File: src/hdl/swrf_pkg.sv
package swrf_pkg;

    localparam int SYMBOLS      = 16;
    localparam int WINDOW_DEPTH = 64;
    localparam int SYM_W        = $clog2(SYMBOLS);
    localparam int PTR_W        = $clog2(WINDOW_DEPTH);
    localparam int CNT_W        = PTR_W + 1;
    localparam int ADDR_W       = SYM_W + PTR_W;
    localparam int MEM_DEPTH    = SYMBOLS * WINDOW_DEPTH;
    localparam int SAMPLE_W     = 48 + 32 + 16 + 16;
    localparam int QUEUE_DEPTH  = 2;

    localparam logic [23:0] BPS_SCALE = 24'd2560000;
    localparam logic [23:0] RANGE_MAX = 24'hFFFFFF;

    localparam logic [2:0] CFG_WINDOW   = 3'd0;
    localparam logic [2:0] CFG_MIN_SAMP = 3'd1;
    localparam logic [2:0] CFG_MAX_SPRD = 3'd2;
    localparam logic [2:0] CFG_MIN_IMB  = 3'd3;
    localparam logic [2:0] CFG_MIN_FLOW = 3'd4;

    localparam logic [2:0] RSN_OK       = 3'd0;
    localparam logic [2:0] RSN_UNINIT   = 3'd1;
    localparam logic [2:0] RSN_EMPTY    = 3'd2;
    localparam logic [2:0] RSN_FEW      = 3'd3;
    localparam logic [2:0] RSN_SPREAD   = 3'd4;
    localparam logic [2:0] RSN_BOTHWEAK = 3'd5;
    localparam logic [2:0] RSN_IMB      = 3'd6;
    localparam logic [2:0] RSN_FLOW     = 3'd7;

    // word queued from front to back
    typedef struct packed {
        logic              is_query;
        logic              uninit;
        logic [SYM_W-1:0]  sym;
        logic [47:0]       time_ms;
        logic [31:0]       mid;
        logic [15:0]       spread;
        logic [15:0]       imb;
        logic [31:0]       flow;
    } t_cmd;

    typedef struct packed {
        logic [6:0]  sample_count;
        logic [15:0] avg_spread;
        logic [23:0] range_bps;
        logic [31:0] activity_bps;
        logic [15:0] imbalance_range;
        logic        recent_flow;
        logic        tradable;
        logic [2:0]  reason;
    } t_result;

endpackage

File: src/hdl/swrf_front.sv
// takes input words, checks the symbol and pushes commands to the queue
module swrf_front (
    input  logic                   i_clk,
    input  logic                   i_rst_n,
    input  logic                   i_valid,
    output logic                   o_ready,
    input  logic                   i_op,
    input  logic [3:0]             i_symbol_id,
    input  logic [47:0]            i_time_ms,
    input  logic [31:0]            i_mid_price,
    input  logic [15:0]            i_spread_bps,
    input  logic [15:0]            i_imbalance,
    input  logic [31:0]            i_flow_qty,
    output logic                   o_q_valid,
    input  logic                   i_q_pop,
    output swrf_pkg::t_cmd         o_q_cmd
);
    swrf_pkg::t_cmd r_q [swrf_pkg::QUEUE_DEPTH];
    logic [1:0] r_cnt;
    logic       r_rd;
    logic       r_wr;
    logic       w_push;
    logic       w_in_range;
    swrf_pkg::t_cmd w_cmd;

    assign w_in_range = ({28'd0, i_symbol_id} < 32'(swrf_pkg::SYMBOLS));
    assign o_ready    = (r_cnt != 2'(swrf_pkg::QUEUE_DEPTH));
    assign w_push     = i_valid && o_ready && (i_op || w_in_range);

    always_comb begin
        w_cmd          = '0;
        w_cmd.is_query = i_op;
        w_cmd.uninit   = !w_in_range;
        w_cmd.sym      = i_symbol_id[swrf_pkg::SYM_W-1:0];
        w_cmd.time_ms  = i_time_ms;
        w_cmd.mid      = i_mid_price;
        w_cmd.spread   = i_spread_bps;
        w_cmd.imb      = i_imbalance;
        w_cmd.flow     = i_flow_qty;
    end

    always_ff @(posedge i_clk) begin
        if (!i_rst_n) begin
            r_cnt <= '0;
            r_rd  <= 1'b0;
            r_wr  <= 1'b0;
        end else begin
            if (w_push) r_wr <= !r_wr;
            if (i_q_pop) r_rd <= !r_rd;
            r_cnt <= r_cnt + {1'b0, w_push} - {1'b0, i_q_pop};
        end
    end

    always_ff @(posedge i_clk) begin
        if (w_push) r_q[r_wr] <= w_cmd;
    end

    assign o_q_valid = (r_cnt != 2'd0);
    assign o_q_cmd   = r_q[r_rd];
endmodule

File: config.mk
export PLATFORM = sky130hd
export DESIGN_NAME = swrf_front
export DESIGN_NICKNAME = d
export VERILOG_FILES = /design/src/hdl/swrf_pkg.sv /design/src/hdl/swrf_front.sv
export SDC_FILE = /design/constraint.sdc
export NUM_CORES = 1
export LEC_CHECK = 0
export BUFFER_PORTS_ARGS = -buffer_cell sky130_fd_sc_hd__buf_2
export CAP_MARGIN = 20
export CORE_UTILIZATION = 45
export DETAILED_ROUTE_END_ITERATION = 10
export PLACE_DENSITY_LB_ADDON = 0.12
export RECOVER_POWER = 25
export SLEW_MARGIN = 20
export SYNTH_ARGS = -nofsm -noshare
export SYNTH_HDL_FRONTEND = slang
export SYNTH_SLANG_ARGS = --single-unit
File: constraint.sdc
create_clock -name i_clk -period 12.3 [get_ports i_clk]
set_input_delay 1.23 -clock i_clk [delete_from_list [all_inputs] [get_ports i_clk]]
set_output_delay 1.23 -clock i_clk [all_outputs]
set_load 0.03 [all_outputs]
# Word-level counts from Yosys, hierarchy flattened
# Memory sizes are Yosys's and may differ from the RTL's. A register that Yosys moved wholly into a read port is not among the register bits.
# Index checks and enable logic that the tools add are counted.
[totals]
ram_bits = 298
inputBits = 153
ff_bits = 4
mem_count = 1
output_inout_bits = 152
[classes]
n_mux = 4
n_eq_ne = 1
reduce_logical = 4
addsub = 2
[memory_table]
columns = ["memory", "words", "width", "rd", "rd_ports_with_merged_regs", "write_ports", "line", "rtl"]
rows = [
  ["r_q", 2, 149, 1, 1, 1, "swrf_front.sv:18", "swrf_pkg::t_cmd r_q [swrf_pkg::QUEUE_DEPTH];"],
]
[ops]
columns = ["cell", "n"]
rows = [
  ["1-bit 2-to-1 mux", 4],
  ["2-bit by 1-bit adder with 2-bit output", 1],
  ["1-bit zero test", 2],
  ["2-bit != test, second input constant", 1],
  ["2-bit nonzero test", 1],
  ["2-bit by 1-bit subtractor with 2-bit output", 1],
  ["1-bit logical AND", 1],
]

# Depth between registers and ports, before layout
[depth]
ltp_word = 4
mapped_depth = 7
ltp_nobuf = 7

# Least setup slack after synthesis
# No wires, ideal clock.
[synth_path]
path_type = "input-to-reg"
start = "input i_valid"
end = "memory r_q[1][0] (netlist name), enable pin"
path_buffers = 0
slack_ns = 7.073
required_ns = 11.772
arrival_ns = 4.700
stages = 1
cell_sequence = "and3_1"
[synth_via]
elab_chain_cells = 3
[synth_lines]
columns = ["item", "line", "rtl"]
rows = [
  ["start: declaration", "swrf_front.sv:5", "input logic i_valid,"],
  ["1-bit logical AND", "swrf_front.sv:28", "assign w_push = i_valid && o_ready && (i_op || w_in_range);"],
  ["1-bit 2-to-1 mux", "swrf_front.sv:55", "if (w_push) r_q[r_wr] <= w_cmd;"],
  ["1-bit 2-to-1 mux (implied by the code)", "swrf_front.sv:55", ""],
  ["end: declaration", "swrf_front.sv:18", ""],
]
# Every way passes these cells.

==> out/metrics.cfg <==
[status]
status = finished, final reports clean

[synthesis]
synth_cell_types = 26
synth.top_cell.area_share_pct = 78.11
synth_nets = 648
synthTopCellsByArea = edfxtp_1 78%, mux2_4 13%, mux2_2 4.7%, buf_6 1.4%, dfxtp_1 0.87%
synth-edff-count = 298
synth-compound-area-share_pct = 0.3932
synthCells = 494
dominantRegCellSynth = edfxtp_1
yosysMostFrequentCell = edfxtp_1
synthTopCellsByCount = 298 x edfxtp_1, 101 x mux2_4, 48 x mux2_2
syn_area_mm2 = 0.01146
synth_area_per_cell_um2 = 23.19
synth_top_family_by_area = multiplexers
async_flop_share_pct = 0
synth_top_area_cell = edfxtp_1
synth_adder_area_share_pct = 0.1092
synth-simple-area-share_pct = 0.6444
ys_ff_latch = 303
synth_xor_area_share_pct = 0.1529
post_synth_mux_area_share_pct = 18.04
synth_seq_area_share_pct = 78.99
ys_warn_count = 0

[timing]
period_minus_slack_ps = 3983
slew_headroom_pct = 38.66
setup_viol_count_final = 0
rsz0062_at_grt = no
maxSlewViolCount = 0
fmax_mhz = 251.1
tns_ps = 0
finalCritPeriodShare_pct = 32.38
worst_pin_slew_ps = 920.1
fin_skew_ps = 9.369
hold_violations = 0

[critical_path]
crit_fanout = 49
cpPeakStageDelay_ps = 810
crit_required_ps = 11070
end_kind = output pin
crit_type = flop to output pin
cp_slowest_cell = buf_4
cp.arrival_ps = 2750
cp_cell_sequence = buf_4, mux2_2, buf_2
cp-start-kind = flop

[floorplanning]
ios = 305
start_util_pct = 45.62
dieArea_mm2 = 0.02610
die_x_um = 161.6
rows = 58
core_area_mm2 = 0.02511
die_y_um = 161.6

[clock_tree]
cts_htree_levels = 1
clock-sinks = 303
post_cts_buffers = 0
clk_pin_slew_worst_paths_ps = 60
cts_made_buffers = 31
root_buffer = clkbuf_16
cts_buffer_depth = 3
clk_latency_ps = 540
cts_tree = yes
ctsHoldBuffers = 0
cts.repair.resized = 0

[global_route]
met2_usage_pct = 27.08
grt_first_pass_wirelength_mm = 31.91
grt_overflow = 0
grt.busiest_layer = met2
grt_usage_pct = 16.05
antenna_found_initial = 7
grt_max_degree = 89
grt_pass1_vias = 5841
grtUsageMet1_pct = 18.98
use_met3_pct = 6.394

[route]
drt-total-wl_mm = 21.64
wire_per_inst_um = 18.43
dr.pass1.iters = 4
drc = 0
num_vias = 5666
ant_nets = 0
avgViaCountPerCell = 4.826
first_iter_violations = 293

[place]
place_hpwl_mm = 14.28
port_buffers = 303
routabilityCongestion = 0.7331
placed_area_mm2 = 0.01328
place_inst = 1114

[power]
power.density_mw_per_mm2 = 182.1
vdd_drop_max_mv = 0.1430
p_leak_nw = 5.472
power.total_mw = 2.594

[finish]
drive_gt1_share_pct = 56.97
synthToLayoutAreaGrowth_pct = 24.31
layout.nets = 971
layoutNonFillerInstCount = 1174
finish.instance_area_mm2 = 0.01424
nFillCells = 1990

[hold_path]
hold_class = flop to flop

[run]
drv_cap = 0

## per-layer routing
layer	vias up	routed length, um	share of wire (%)
li1	2608	-	-
met1	2781	8305	38
met2	239	10640	49
met3	34	2301	11
met4	4	362	1.7
met5	-	24	0.11
## layout make-up
cell class              count  area (um2)  share of cell area [%]
clock inverters            20       191.4                   1.344
diodes                      5       12.51                 0.08786
well taps                 330       412.9                   2.899
flip-flops and latches    303        9052                   63.57
multi-input cells         171        2225                   15.62
clock buffers              35       790.8                   5.553
inverters                   2       12.51                 0.08786
repair buffers            308        1544                   10.84
## power breakdown
part | leakage, nW | switching (mW) | internal [mW] | total, mW
sequential | 2.82 | 0.0258 | 1.24 | 1.26
combinational | 2.17 | 0.273 | 0.159 | 0.432
clock | 0.481 | 0.358 | 0.539 | 0.898
total | 5.47 | 0.657 | 1.94 | 2.59
## worst max-delay path, delay by kind of cell (launching register included)
family | cells | cell delay, ps
buffers and inverters | 2 | 1000
muxes | 1 | 420
DFF | 1 | 720
## sequential cells by signal, indices dropped and copies added (netlist names), named ones only
| register | cells |
|---|---|
| r_rd | 1 |
| r_q | 298 |
| r_cnt | 2 |
| r_wr | 1 |
## placed cells by master, fill, tap and decap left out
cell        instances
a211o_1             1
buf_4               3
buf_1               1
a21bo_2             1
clkbuf_1           30
nand2b_1            1
nand2_1             2
edfxtp_1          298
xor2_1              1
a21boi_0            1
clkinvlp_4          1
mux2_4            101
conb_1              1
a211oi_1            1
a21boi_2            1
nor4b_1             1
nand3b_1            2
clkbuf_16          31
dfxtp_1             4
inv_1               1
clkinv_2            6
mux2_2             48
buf_6               1
buf_2             276
bufinv_16           4
clkinv_1            9
and2_1              3
dfxtp_4             1
ha_1                1
or2_2               1
nand3_1             1
diode_2             5
xnor2_1             1
buf_16              1
inv_6               1
mux2i_1             1
and3_4              1
## metrics by stage
stage                     hold slack (ps)  util (%)  worst slack [ps]
final                               577.4     56.72              8317
after CTS                           577.5     56.79              8101
after global routing                613.3     56.71              8185
after detailed placement            557.6     52.88              8673
after floorplan                     528.5         -              7073
after global placement              559.7     52.77              8568
## cells by family (layout without fill, tap and decap cells)
group           after synthesis  in the layout
compound gates                5              5
xor+xnor                      2              2
fa+ha+maj                     1              1
buf+inv                      20            365
flops                       303            303
mux                         150            150
other cells                   1              6
simple gates                 12             12
## final timing paths
check | start | endpoint | slack [ps] | cells past startpoint
hold / removal | r_rd$_SDFFE_PN0P_ | flop | 580 | 2
setup reg to reg | r_cnt[0]$_SDFF_PN0_ | r_q[0][88]$_DFFE_PP_ | 9540 | 4
hold reg to reg | r_rd$_SDFFE_PN0P_ | flop | 580 | 2
setup / recovery | flop | o_q_cmd[149] | 8320 | 3
Note: power is estimated with default switching activity, not from simulation.
